--- config.mk ---
export PLATFORM = sky130hd
export DESIGN_NAME = relative_strength_index_flat
export DESIGN_NICKNAME = d
export VERILOG_FILES = /design/src/rtl/core/rsi_pkg.sv /design/src/rtl/core/rsi_price_if.sv /design/src/rtl/core/rsi_result_if.sv /design/src/rtl/core/relative_strength_index.sv /design/src/flat_wrapper.sv
export SDC_FILE = /design/constraint.sdc
export NUM_CORES = 2
export LEC_CHECK = 0
export BUFFER_PORTS_ARGS = -buffer_cell sky130_fd_sc_hd__buf_4
export CAP_MARGIN = 30
export CELL_PAD_IN_SITES_DETAIL_PLACEMENT = 1
export CELL_PAD_IN_SITES_GLOBAL_PLACEMENT = 1
export CORE_ASPECT_RATIO = 0.6
export CORE_UTILIZATION = 45
export DETAILED_ROUTE_END_ITERATION = 7
export PLACE_DENSITY_LB_ADDON = 0.05
export SYNTH_ARGS = -nofsm -noshare
export SYNTH_HDL_FRONTEND = slang
export SYNTH_SLANG_ARGS = --single-unit
--- constraint.sdc ---
create_clock -name clk_i -period 10.78 [get_ports clk_i]
set_input_delay 2.156 -clock clk_i [delete_from_list [all_inputs] [get_ports clk_i]]
set_output_delay 2.156 -clock clk_i [all_outputs]
set_load 0.05 [all_outputs]
--- src/rtl/core/rsi_pkg.sv ---
// Shared constants and types for the relative strength index block.
package rsi_pkg;

  // Field and register widths
  localparam int PRICE_W  = 16;
  localparam int FRAC_W   = 16;
  localparam int PERIOD_W = 7;
  localparam int RSI_W    = 14;

  // Period register: reset value and the clamp applied on use
  localparam logic [PERIOD_W-1:0] PERIOD_RST = 7'd14;
  localparam logic [PERIOD_W-1:0] PERIOD_MIN = 7'd2;
  localparam logic [PERIOD_W-1:0] PERIOD_MAX = 7'd64;

  // Datapath widths. Warm-up sums cover at most 64 changes; averages carry
  // FRAC_W fraction bits on top of the sum width.
  localparam int CNT_BITS = 6;
  localparam int SUM_W    = PRICE_W + CNT_BITS;
  localparam int AVG_W    = SUM_W + FRAC_W;
  localparam int DEN_W    = AVG_W + 1;
  localparam int SCALE_W  = 14;
  localparam int PROD_W   = AVG_W + SCALE_W;
  localparam int SMTH_W   = AVG_W + PERIOD_W;
  localparam int STEP_W   = $clog2(AVG_W + 1);

  // Output scale and the no-movement value
  localparam logic [SCALE_W-1:0] RSI_FULL = 14'd10000;
  localparam logic [RSI_W-1:0]   RSI_EVEN = 14'd5000;

  // Sequencer states
  typedef enum logic [2:0] {
    ST_IDLE,
    ST_PLOAD,
    ST_PDIV,
    ST_PSTORE,
    ST_RLOAD,
    ST_RDIV,
    ST_EMIT
  } rsi_state_e;

endpackage

--- src/rtl/core/rsi_price_if.sv ---
// Valid/ready channel carrying one closing price per word.
interface rsi_price_if;
  logic                         valid;
  logic                         ready;
  logic [rsi_pkg::PRICE_W-1:0]  close_price;

  modport source (output valid, output close_price, input ready);
  modport sink   (input valid, input close_price, output ready);
endinterface

--- src/rtl/core/rsi_result_if.sv ---
// Valid/ready channel carrying one RSI value per word.
interface rsi_result_if;
  logic                       valid;
  logic                       ready;
  logic [rsi_pkg::RSI_W-1:0]  rsi_value;

  modport source (output valid, output rsi_value, input ready);
  modport sink   (input valid, input rsi_value, output ready);
endinterface

--- src/rtl/core/relative_strength_index.sv ---
// Wilder RSI: a price is taken only in ST_IDLE. A warm-up word adds to the sums, the word
// ending the warm-up runs the average division, and a warmed word runs the average then
// the ratio division. A result still waiting in the output register holds the sequencer.
// The shared radix-2 divider gives 38 quotient bits for both averages in parallel, then 14
// for the ratio. Results wait in an output register while the next price is taken.
// Async active-low reset clears the averages, seeding and warm-up; period resets to 14.
module relative_strength_index (
  input  logic                          clk_i,
  input  logic                          rst_ni,
  input  logic                          cfg_we_i,
  input  logic [rsi_pkg::PERIOD_W-1:0]  cfg_wdata_i,
  rsi_price_if.sink                     price_i,
  rsi_result_if.source                  rsi_o
);
  import rsi_pkg::*;

  rsi_state_e state_q, state_d;

  logic [PERIOD_W-1:0] period_q;
  logic [PERIOD_W-1:0] p_eff_w;
  logic [PERIOD_W-1:0] pm1_w;

  logic [PRICE_W-1:0]  prev_q;
  logic                seeded_q;
  logic                warmed_q;
  logic [PERIOD_W-1:0] wcnt_q;
  logic [PERIOD_W-1:0] wcnt_inc_w;
  logic                warm_done_w;
  logic                smooth_q;

  logic [PRICE_W-1:0]  gain_q, loss_q;
  logic [PRICE_W-1:0]  gain_w, loss_w;
  logic [AVG_W-1:0]    avg_g_q, avg_l_q;

  // Divider lanes: A serves gain and the ratio, B serves loss
  logic [DEN_W-1:0]    rem_a_q, rem_b_q, den_q;
  logic [AVG_W-1:0]    num_a_q, num_b_q;
  logic [STEP_W-1:0]   step_q;
  logic [DEN_W:0]      t_a_w, t_b_w, diff_a_w, diff_b_w;
  logic                ge_a_w, ge_b_w;
  logic [DEN_W-1:0]    rem_a_step_w, rem_b_step_w;

  logic [SMTH_W-1:0]   mul_g_w, mul_l_w, smth_g_w, smth_l_w;
  logic [PROD_W-1:0]   prod_w;

  logic                out_valid_q;
  logic [RSI_W-1:0]    rsi_q;

  logic                in_ready_w;
  logic                in_fire_w;
  logic                emit_fire_w;
  logic                out_pop_w;

  // Period clamp
  always_comb begin
    priority if (period_q < PERIOD_MIN) begin
      p_eff_w = PERIOD_MIN;
    end else if (period_q > PERIOD_MAX) begin
      p_eff_w = PERIOD_MAX;
    end else begin
      p_eff_w = period_q;
    end
  end
  assign pm1_w = p_eff_w - PERIOD_W'(1);

  // Change against previous close
  always_comb begin
    if (price_i.close_price >= prev_q) begin
      gain_w = price_i.close_price - prev_q;
      loss_w = '0;
    end else begin
      gain_w = '0;
      loss_w = prev_q - price_i.close_price;
    end
  end

  assign wcnt_inc_w  = wcnt_q + PERIOD_W'(1);
  assign warm_done_w = (wcnt_inc_w >= p_eff_w);

  // Smoothing numerators: (p-1)*avg + value<<FRAC
  assign mul_g_w  = SMTH_W'(avg_g_q) * SMTH_W'(pm1_w);
  assign mul_l_w  = SMTH_W'(avg_l_q) * SMTH_W'(pm1_w);
  assign smth_g_w = mul_g_w + SMTH_W'({gain_q, {FRAC_W{1'b0}}});
  assign smth_l_w = mul_l_w + SMTH_W'({loss_q, {FRAC_W{1'b0}}});

  // Ratio numerator: avg_gain * 10000
  assign prod_w = PROD_W'(avg_g_q) * PROD_W'(RSI_FULL);

  // One restoring-division step per lane
  assign t_a_w    = {rem_a_q, num_a_q[AVG_W-1]};
  assign t_b_w    = {rem_b_q, num_b_q[AVG_W-1]};
  assign diff_a_w = t_a_w - {1'b0, den_q};
  assign diff_b_w = t_b_w - {1'b0, den_q};
  assign ge_a_w   = (t_a_w >= {1'b0, den_q});
  assign ge_b_w   = (t_b_w >= {1'b0, den_q});
  assign rem_a_step_w = ge_a_w ? diff_a_w[DEN_W-1:0] : t_a_w[DEN_W-1:0];
  assign rem_b_step_w = ge_b_w ? diff_b_w[DEN_W-1:0] : t_b_w[DEN_W-1:0];

  // Next state
  always_comb begin
    state_d = state_q;
    unique case (state_q)
      ST_IDLE: begin
        if (in_fire_w && seeded_q && (warmed_q || warm_done_w)) begin
          state_d = ST_PLOAD;
        end
      end
      ST_PLOAD:  state_d = ST_PDIV;
      ST_PDIV: begin
        if (step_q == STEP_W'(1)) begin
          state_d = ST_PSTORE;
        end
      end
      ST_PSTORE: state_d = smooth_q ? ST_RLOAD : ST_IDLE;
      ST_RLOAD:  state_d = ST_RDIV;
      ST_RDIV: begin
        if (step_q == STEP_W'(1)) begin
          state_d = ST_EMIT;
        end
      end
      ST_EMIT: begin
        if (!out_valid_q || rsi_o.ready) begin
          state_d = ST_IDLE;
        end
      end
      default:   state_d = ST_IDLE;
    endcase
  end

  // Handshake outputs
  always_comb begin
    in_ready_w  = (state_q == ST_IDLE);
    emit_fire_w = (state_q == ST_EMIT) && (!out_valid_q || rsi_o.ready);
    out_pop_w   = out_valid_q && rsi_o.ready;
  end

  assign in_fire_w       = price_i.valid && in_ready_w;
  assign price_i.ready   = in_ready_w;
  assign rsi_o.valid     = out_valid_q;
  assign rsi_o.rsi_value = rsi_q;

  // Control state
  always_ff @(posedge clk_i or negedge rst_ni) begin
    if (!rst_ni) begin
      state_q     <= ST_IDLE;
      period_q    <= PERIOD_RST;
      prev_q      <= '0;
      seeded_q    <= 1'b0;
      warmed_q    <= 1'b0;
      wcnt_q      <= '0;
      avg_g_q     <= '0;
      avg_l_q     <= '0;
      step_q      <= '0;
      out_valid_q <= 1'b0;
    end else begin
      state_q <= state_d;
      if (cfg_we_i) begin
        period_q <= cfg_wdata_i;
      end

      // Accept: seed or accumulate warm-up sums
      if (in_fire_w) begin
        prev_q   <= price_i.close_price;
        seeded_q <= 1'b1;
        if (seeded_q && !warmed_q) begin
          avg_g_q <= avg_g_q + AVG_W'(gain_w);
          avg_l_q <= avg_l_q + AVG_W'(loss_w);
          wcnt_q  <= wcnt_inc_w;
        end
      end

      // Divider step count
      if (state_q == ST_PLOAD) begin
        step_q <= STEP_W'(AVG_W);
      end else if (state_q == ST_RLOAD) begin
        step_q <= STEP_W'(SCALE_W);
      end else if ((state_q == ST_PDIV) || (state_q == ST_RDIV)) begin
        step_q <= step_q - STEP_W'(1);
      end

      // New averages from the divider
      if (state_q == ST_PSTORE) begin
        avg_g_q <= num_a_q;
        avg_l_q <= num_b_q;
        if (!smooth_q) begin
          warmed_q <= 1'b1;
        end
      end

      // Output register
      if (emit_fire_w) begin
        out_valid_q <= 1'b1;
      end else if (out_pop_w) begin
        out_valid_q <= 1'b0;
      end
    end
  end

  // Datapath payload
  always_ff @(posedge clk_i) begin
    if (in_fire_w) begin
      gain_q   <= gain_w;
      loss_q   <= loss_w;
      smooth_q <= warmed_q;
    end

    unique case (state_q)
      ST_PLOAD: begin
        den_q <= DEN_W'(p_eff_w);
        if (smooth_q) begin
          rem_a_q <= DEN_W'(smth_g_w[SMTH_W-1:AVG_W]);
          num_a_q <= smth_g_w[AVG_W-1:0];
          rem_b_q <= DEN_W'(smth_l_w[SMTH_W-1:AVG_W]);
          num_b_q <= smth_l_w[AVG_W-1:0];
        end else begin
          rem_a_q <= '0;
          num_a_q <= {avg_g_q[SUM_W-1:0], {FRAC_W{1'b0}}};
          rem_b_q <= '0;
          num_b_q <= {avg_l_q[SUM_W-1:0], {FRAC_W{1'b0}}};
        end
      end
      ST_RLOAD: begin
        den_q   <= DEN_W'(avg_g_q) + DEN_W'(avg_l_q);
        rem_a_q <= DEN_W'(prod_w[PROD_W-1:SCALE_W]);
        num_a_q <= {prod_w[SCALE_W-1:0], {(AVG_W-SCALE_W){1'b0}}};
      end
      ST_PDIV, ST_RDIV: begin
        rem_a_q <= rem_a_step_w;
        num_a_q <= {num_a_q[AVG_W-2:0], ge_a_w};
        rem_b_q <= rem_b_step_w;
        num_b_q <= {num_b_q[AVG_W-2:0], ge_b_w};
      end
      default: begin
      end
    endcase

    // Both averages zero reads as an even market
    if (emit_fire_w) begin
      rsi_q <= (den_q == '0) ? RSI_EVEN : num_a_q[RSI_W-1:0];
    end
  end

endmodule
--- src/flat_wrapper.sv ---
// flat-port wrapper written by rule: the top's interface ports become plain ports
module relative_strength_index_flat import rsi_pkg::*;
  (clk_i, rst_ni, cfg_we_i, cfg_wdata_i, price_i_valid, price_i_close_price, price_i_ready, rsi_o_valid, rsi_o_rsi_value, rsi_o_ready);
  rsi_price_if price_i_i ();
  rsi_result_if rsi_o_i ();
  input  logic clk_i;
  input  logic rst_ni;
  input  logic cfg_we_i;
  input  logic [rsi_pkg::PERIOD_W-1:0] cfg_wdata_i;
  input wire logic [$bits(price_i_i.valid)-1:0] price_i_valid;
  input wire logic [$bits(price_i_i.close_price)-1:0] price_i_close_price;
  output wire logic [$bits(price_i_i.ready)-1:0] price_i_ready;
  output wire logic [$bits(rsi_o_i.valid)-1:0] rsi_o_valid;
  output wire logic [$bits(rsi_o_i.rsi_value)-1:0] rsi_o_rsi_value;
  input wire logic [$bits(rsi_o_i.ready)-1:0] rsi_o_ready;
  assign price_i_i.valid = price_i_valid;
  assign price_i_i.close_price = price_i_close_price;
  assign price_i_ready = price_i_i.ready;
  assign rsi_o_valid = rsi_o_i.valid;
  assign rsi_o_rsi_value = rsi_o_i.rsi_value;
  assign rsi_o_i.ready = rsi_o_ready;
  relative_strength_index u_core (.clk_i(clk_i), .rst_ni(rst_ni), .cfg_we_i(cfg_we_i), .cfg_wdata_i(cfg_wdata_i), .price_i(price_i_i), .rsi_o(rsi_o_i));
endmodule
==> impl.org <==
** Setup path
- Critical Path Most Common Cell :: sky130_fd_sc_hd__fa_1
- Along the worst path, the maximum fanout reaches 23.
- Walking the worst path, the cells encountered are clkinv_1 > nand2_1 > nand3_1 > xor2_4 > buf_4 > buf_4 > nand2_1 > fa_1 > inv_1 > fa_1 > fa_1 > fa_1 > ha_1 > a21o_1 > a21o_1 > a21oi_1 > o21ai_0 > a311oi_1 > a21boi_1 > o21ai_0 > a41oi_1 > xor2_1 > o21ai_0.
- Broken down by cell family, the worst path's largest delay share belongs to adder cells.
- STA puts the critical path data arrival time at about 9.0 ns.
- For this run, the slowest stage of the critical path takes roughly 0.8 ns.
- The setup path with the least slack is of type reg -> reg.
- The number of buffers and inverters on the critical path is 4.
- STA classifies the critical path startpoint as a register.
- The worst setup path is captured at a register.
- Cell with the largest stage delay on the worst path :: sky130_fd_sc_hd__xor2_4
- Critical path data required time :: about 11 ns

** Placement
- After detailed placement, the total cell area comes to roughly 0.052 mm^2.
- Placed wire-length estimate :: between 100 and 150 mm
- The congestion estimate from routability-driven global placement came to 0.9402.
- Input and output buffers added on the ports amount to 43.

** Logic synthesis
- Post-synthesis mux area share :: around 1.8%
- Summing the areas of all fa, ha and maj instances in the mapped netlist gives 32.59% of the synthesized area.
- Post-synthesis average cell area :: 8.777 um^2
- Complex-gate fraction of the synthesized area :: 16.28%
- Among all flip-flop cells after synthesis, the most frequent one is sky130_fd_sc_hd__edfxtp_1.
- Number of enable flip-flop cells after synthesis :: 240
- Synth Register Bits :: ~360
- Largest cells by area after synthesis :: sky130_fd_sc_hd__fa_1, sky130_fd_sc_hd__edfxtp_1, sky130_fd_sc_hd__ha_1, sky130_fd_sc_hd__inv_1, sky130_fd_sc_hd__dfrtp_1
- Summing the areas of all xor and xnor instances in the mapped netlist gives 4.708% of the synthesized area.
- The synthesized netlist occupies a cell area of 0.05022 mm^2.
- After synthesis, the largest family of logic cells by area is adder cells.
- Of all cell types, the one taking the most synthesized area is sky130_fd_sc_hd__fa_1.
- In the synthesized netlist the async set-or-reset flop fraction comes to 32.96%.
- The Yosys step of the flow raised 0 warnings.
- When the netlist entered floorplanning its net count stood at 6758.
- The synthesized netlist devotes approximately 15% of its cell area to simple gates.
- Sequential fraction of the synthesis area :: 20.24%
- The netlist uses 96 different library cells.
- Synth Instances :: 5722
- Top-area cell type share of the netlist area :: between 10% and 20%

** Clock network
- TritonCTS built the clock tree.
- Post-cts gate resize count :: 0
- Clock tree synthesis selected as its root buffer the cell sky130_fd_sc_hd__clkbuf_16.
- Number of clock buffers inserted by TritonCTS :: 43
- The later pin in the worst-skew pair is clocked with a latency of roughly 0.63 ns.
- Number of buffers inserted to repair setup after CTS :: 0
- In this run the deepest clock path goes through 3 buffers.
- After clock tree synthesis, the clock-pin slew on the worst setup and hold paths is 0.07 ns.
- Post-CTS Hold Fix Bufs :: 0
- CTS HTree Levels :: 2
- Clock tree synthesis found a total of between 300 and 400 sinks.

** Routing
- The routed design has 192.4 mm of wire.
- First drt pass iteration count :: 6
- Via-to-Cell Ratio :: 5.986
- For this run, design rule violations remaining after detail routing come to 0.
- Drt first-iter violations :: ~4300
- The detail route stage leaves a number of antenna-violating nets equal to 0.
- After detailed routing, the average wire length per cell comes to 26.77 um.
- The routed layout has 43010 vias.

** Job
- MaxCap Viol Count :: 0

** Finish
- Synthesis-to-finish area growth :: 7.424%
- Final design area excluding fillers :: 0.05395 mm^2
- Leading cell type in the layout, fill and taps excluded :: sky130_fd_sc_hd__inv_1
- Share of final-layout standard cells stronger than drive strength 1 :: between 5 and 6%
- The layout has 12860 filler cells.
- Share of the core filled with cells :: 49.01%
- Leaving out fill and tap cells, the most frequent cells in the layout are sky130_fd_sc_hd__inv_1, sky130_fd_sc_hd__ha_1, sky130_fd_sc_hd__fa_1.
- The net count of the finished layout is 6700.

** Timing
- The final-report max-slew violation count is 0.
- The clock arrives with 0.01931 ns of skew.
- For the pin with the worst max-slew slack, the measured transition is between 1 and 1.5 ns.
- Total Negative Setup Slacks :: 0 ns
- Final setup fails :: 0
- Period utilization :: around 80%
- Count of final hold-check violations :: 0
- For the finished layout, the period the worst path requires is 8.644 ns.
- Normalized max-slew margin :: ~32%
- F_max :: 0.1157 GHz
- Setup repair after global routing missed its margin :: false

** Global route
- Total overflow reported by the global router :: 0
- Entering global routing, the biggest net connects 99 pins.
- Global-route wire length before repair :: 287.8 mm
- Across every metal layer, demand over resource in global routing totals 34.36%.
- The number of antenna violations at the first check in global routing is 14.
- Vias in the first global route :: 42990

** Die
- Once the floorplan was initialized, standard cells occupied 45.62% of the core.
- Placeable core area :: ~0.11 mm^2
- DIE WIDTH :: 433.3 um
- Row cnt :: 94
- In this run the vertical extent of the chip is 260.8 um.
- Die area :: 0.1130 mm^2
- For this design the top-level I/O count stands at 44.

** Status
- Result of the run :: completed

** Min path
- Tightest Hold Check Type :: reg -> reg
## final cells by class
type	count	area (um^2)	area share, %
inverter	941	3532	6.547
clock buffer	48	1095	2.029
multi-input combinational	4183	35730	66.22
timing repair buffer	137	1100	2.038
clock inverter	30	471.7	0.8743
antenna	1	2.502	0.004638
tap	1488	1862	3.451
sequential	358	10160	18.84
## cell families after synthesis
family                   count (synthesis)
AND/OR/NAND/NOR                       1578
AO/OA/AOI/OAI                         1240
buffers and inverters                 1181
adder cells (fa/ha/maj)               1008
flip-flops                             358
XOR/XNOR                               270
multiplexers                            87
## worst paths after layout
| check | startpoint | to | slack (ns) | cells after the start |
|---|---|---|---|---|
| max in group asynchronous | rst_ni | u_core.avg_l_q[37] | 7.84 | 2 |
| max | u_core.period_q[6] | u_core.num_a_q[37] | 2.14 | 23 |
| min reg2reg | u_core.seeded_q | u_core.seeded_q | 0.48 | 1 |
| min | u_core.seeded_q | u_core.seeded_q | 0.48 | 1 |
| min in group asynchronous | rst_ni | u_core.state_q[2] | 1.54 | 1 |
| max reg2reg | u_core.period_q[6] | u_core.num_a_q[37] | 2.14 | 23 |
## through the flow
| stage | hold slack [ns] | cells | worst slack, ns |
|---|---|---|---|
| after floorplan | 0.4394 | 5722 | 3.134 |
| after global placement | 0.4610 | 7102 | 2.439 |
| after detailed placement | 0.4569 | 7106 | 2.012 |
| after CTS | 0.4801 | 7184 | 2.307 |
| after global routing | 0.5042 | 7185 | 1.839 |
| final | 0.4782 | 7186 | 2.136 |
## flip-flops by register name (all words and copies together), names as in the netlist
signal                  count
u_core.gain_q              16
u_core.loss_q              16
u_core.period_q             7
u_core.rem_b_q             39
u_core.rsi_o.valid          1
u_core.avg_g_q             38
u_core.prev_q              16
u_core.den_q               39
u_core.rem_a_q             39
u_core.num_b_q             38
u_core.rsi_o.rsi_value     14
u_core.num_a_q             38
u_core.state_q              3
u_core.avg_l_q             38
u_core.warmed_q             1
u_core.smooth_q             1
u_core.wcnt_q               7
u_core.step_q               6
u_core.seeded_q             1
## metal layers
layer	wire, um	vias to the layer above	track usage, %	part of all wire, %
met3	18860	210	7.307	9.8
met2	72940	1788	45.48	38
met4	4540	10	7.558	2.4
li1	-	19020	-	-
met5	79	-	0	0.041
met1	95980	21990	55.45	50
## synth_stat cells, types with 43 or more instances
cell type	count
sky130_fd_sc_hd__clkbuf_1	202
sky130_fd_sc_hd__nand4_1	51
sky130_fd_sc_hd__a21oi_1	294
sky130_fd_sc_hd__edfxtp_1	240
sky130_fd_sc_hd__a31oi_1	46
sky130_fd_sc_hd__and2_1	262
sky130_fd_sc_hd__nor2_1	332
sky130_fd_sc_hd__fa_1	500
sky130_fd_sc_hd__mux2i_1	74
sky130_fd_sc_hd__ha_1	508
sky130_fd_sc_hd__nand3_1	82
sky130_fd_sc_hd__o21ai_0	278
sky130_fd_sc_hd__nand2b_1	90
sky130_fd_sc_hd__nor2b_1	88
sky130_fd_sc_hd__xnor2_1	149
sky130_fd_sc_hd__dfrtp_1	115
sky130_fd_sc_hd__o21bai_1	43
sky130_fd_sc_hd__nand2_1	461
sky130_fd_sc_hd__and3_1	52
sky130_fd_sc_hd__nor3_1	59
sky130_fd_sc_hd__inv_1	939
sky130_fd_sc_hd__a21o_1	194
sky130_fd_sc_hd__xor2_1	121
## worst reg2reg max path, cell delays in order, from the launching register on
cell,delay (ns)
sky130_fd_sc_hd__dfrtp_1,0.50
sky130_fd_sc_hd__clkinv_1,0.37
sky130_fd_sc_hd__nand2_1,0.52
sky130_fd_sc_hd__nand3_1,0.28
sky130_fd_sc_hd__xor2_4,0.81
sky130_fd_sc_hd__buf_4,0.49
sky130_fd_sc_hd__buf_4,0.32
sky130_fd_sc_hd__nand2_1,0.11
sky130_fd_sc_hd__fa_1,0.51
sky130_fd_sc_hd__inv_1,0.07
sky130_fd_sc_hd__fa_1,0.58
sky130_fd_sc_hd__fa_1,0.45
sky130_fd_sc_hd__fa_1,0.45
sky130_fd_sc_hd__ha_1,0.41
sky130_fd_sc_hd__a21o_1,0.22
sky130_fd_sc_hd__a21o_1,0.18
sky130_fd_sc_hd__a21oi_1,0.18
sky130_fd_sc_hd__o21ai_0,0.12
sky130_fd_sc_hd__a311oi_1,0.30
sky130_fd_sc_hd__a21boi_1,0.50
sky130_fd_sc_hd__o21ai_0,0.36
sky130_fd_sc_hd__a41oi_1,0.33
sky130_fd_sc_hd__xor2_1,0.20
sky130_fd_sc_hd__o21ai_0,0.12
Power is left out: the tool's default activity adds up to more than one toggle a clock period on the data nets, which glitch-free logic cannot reach.
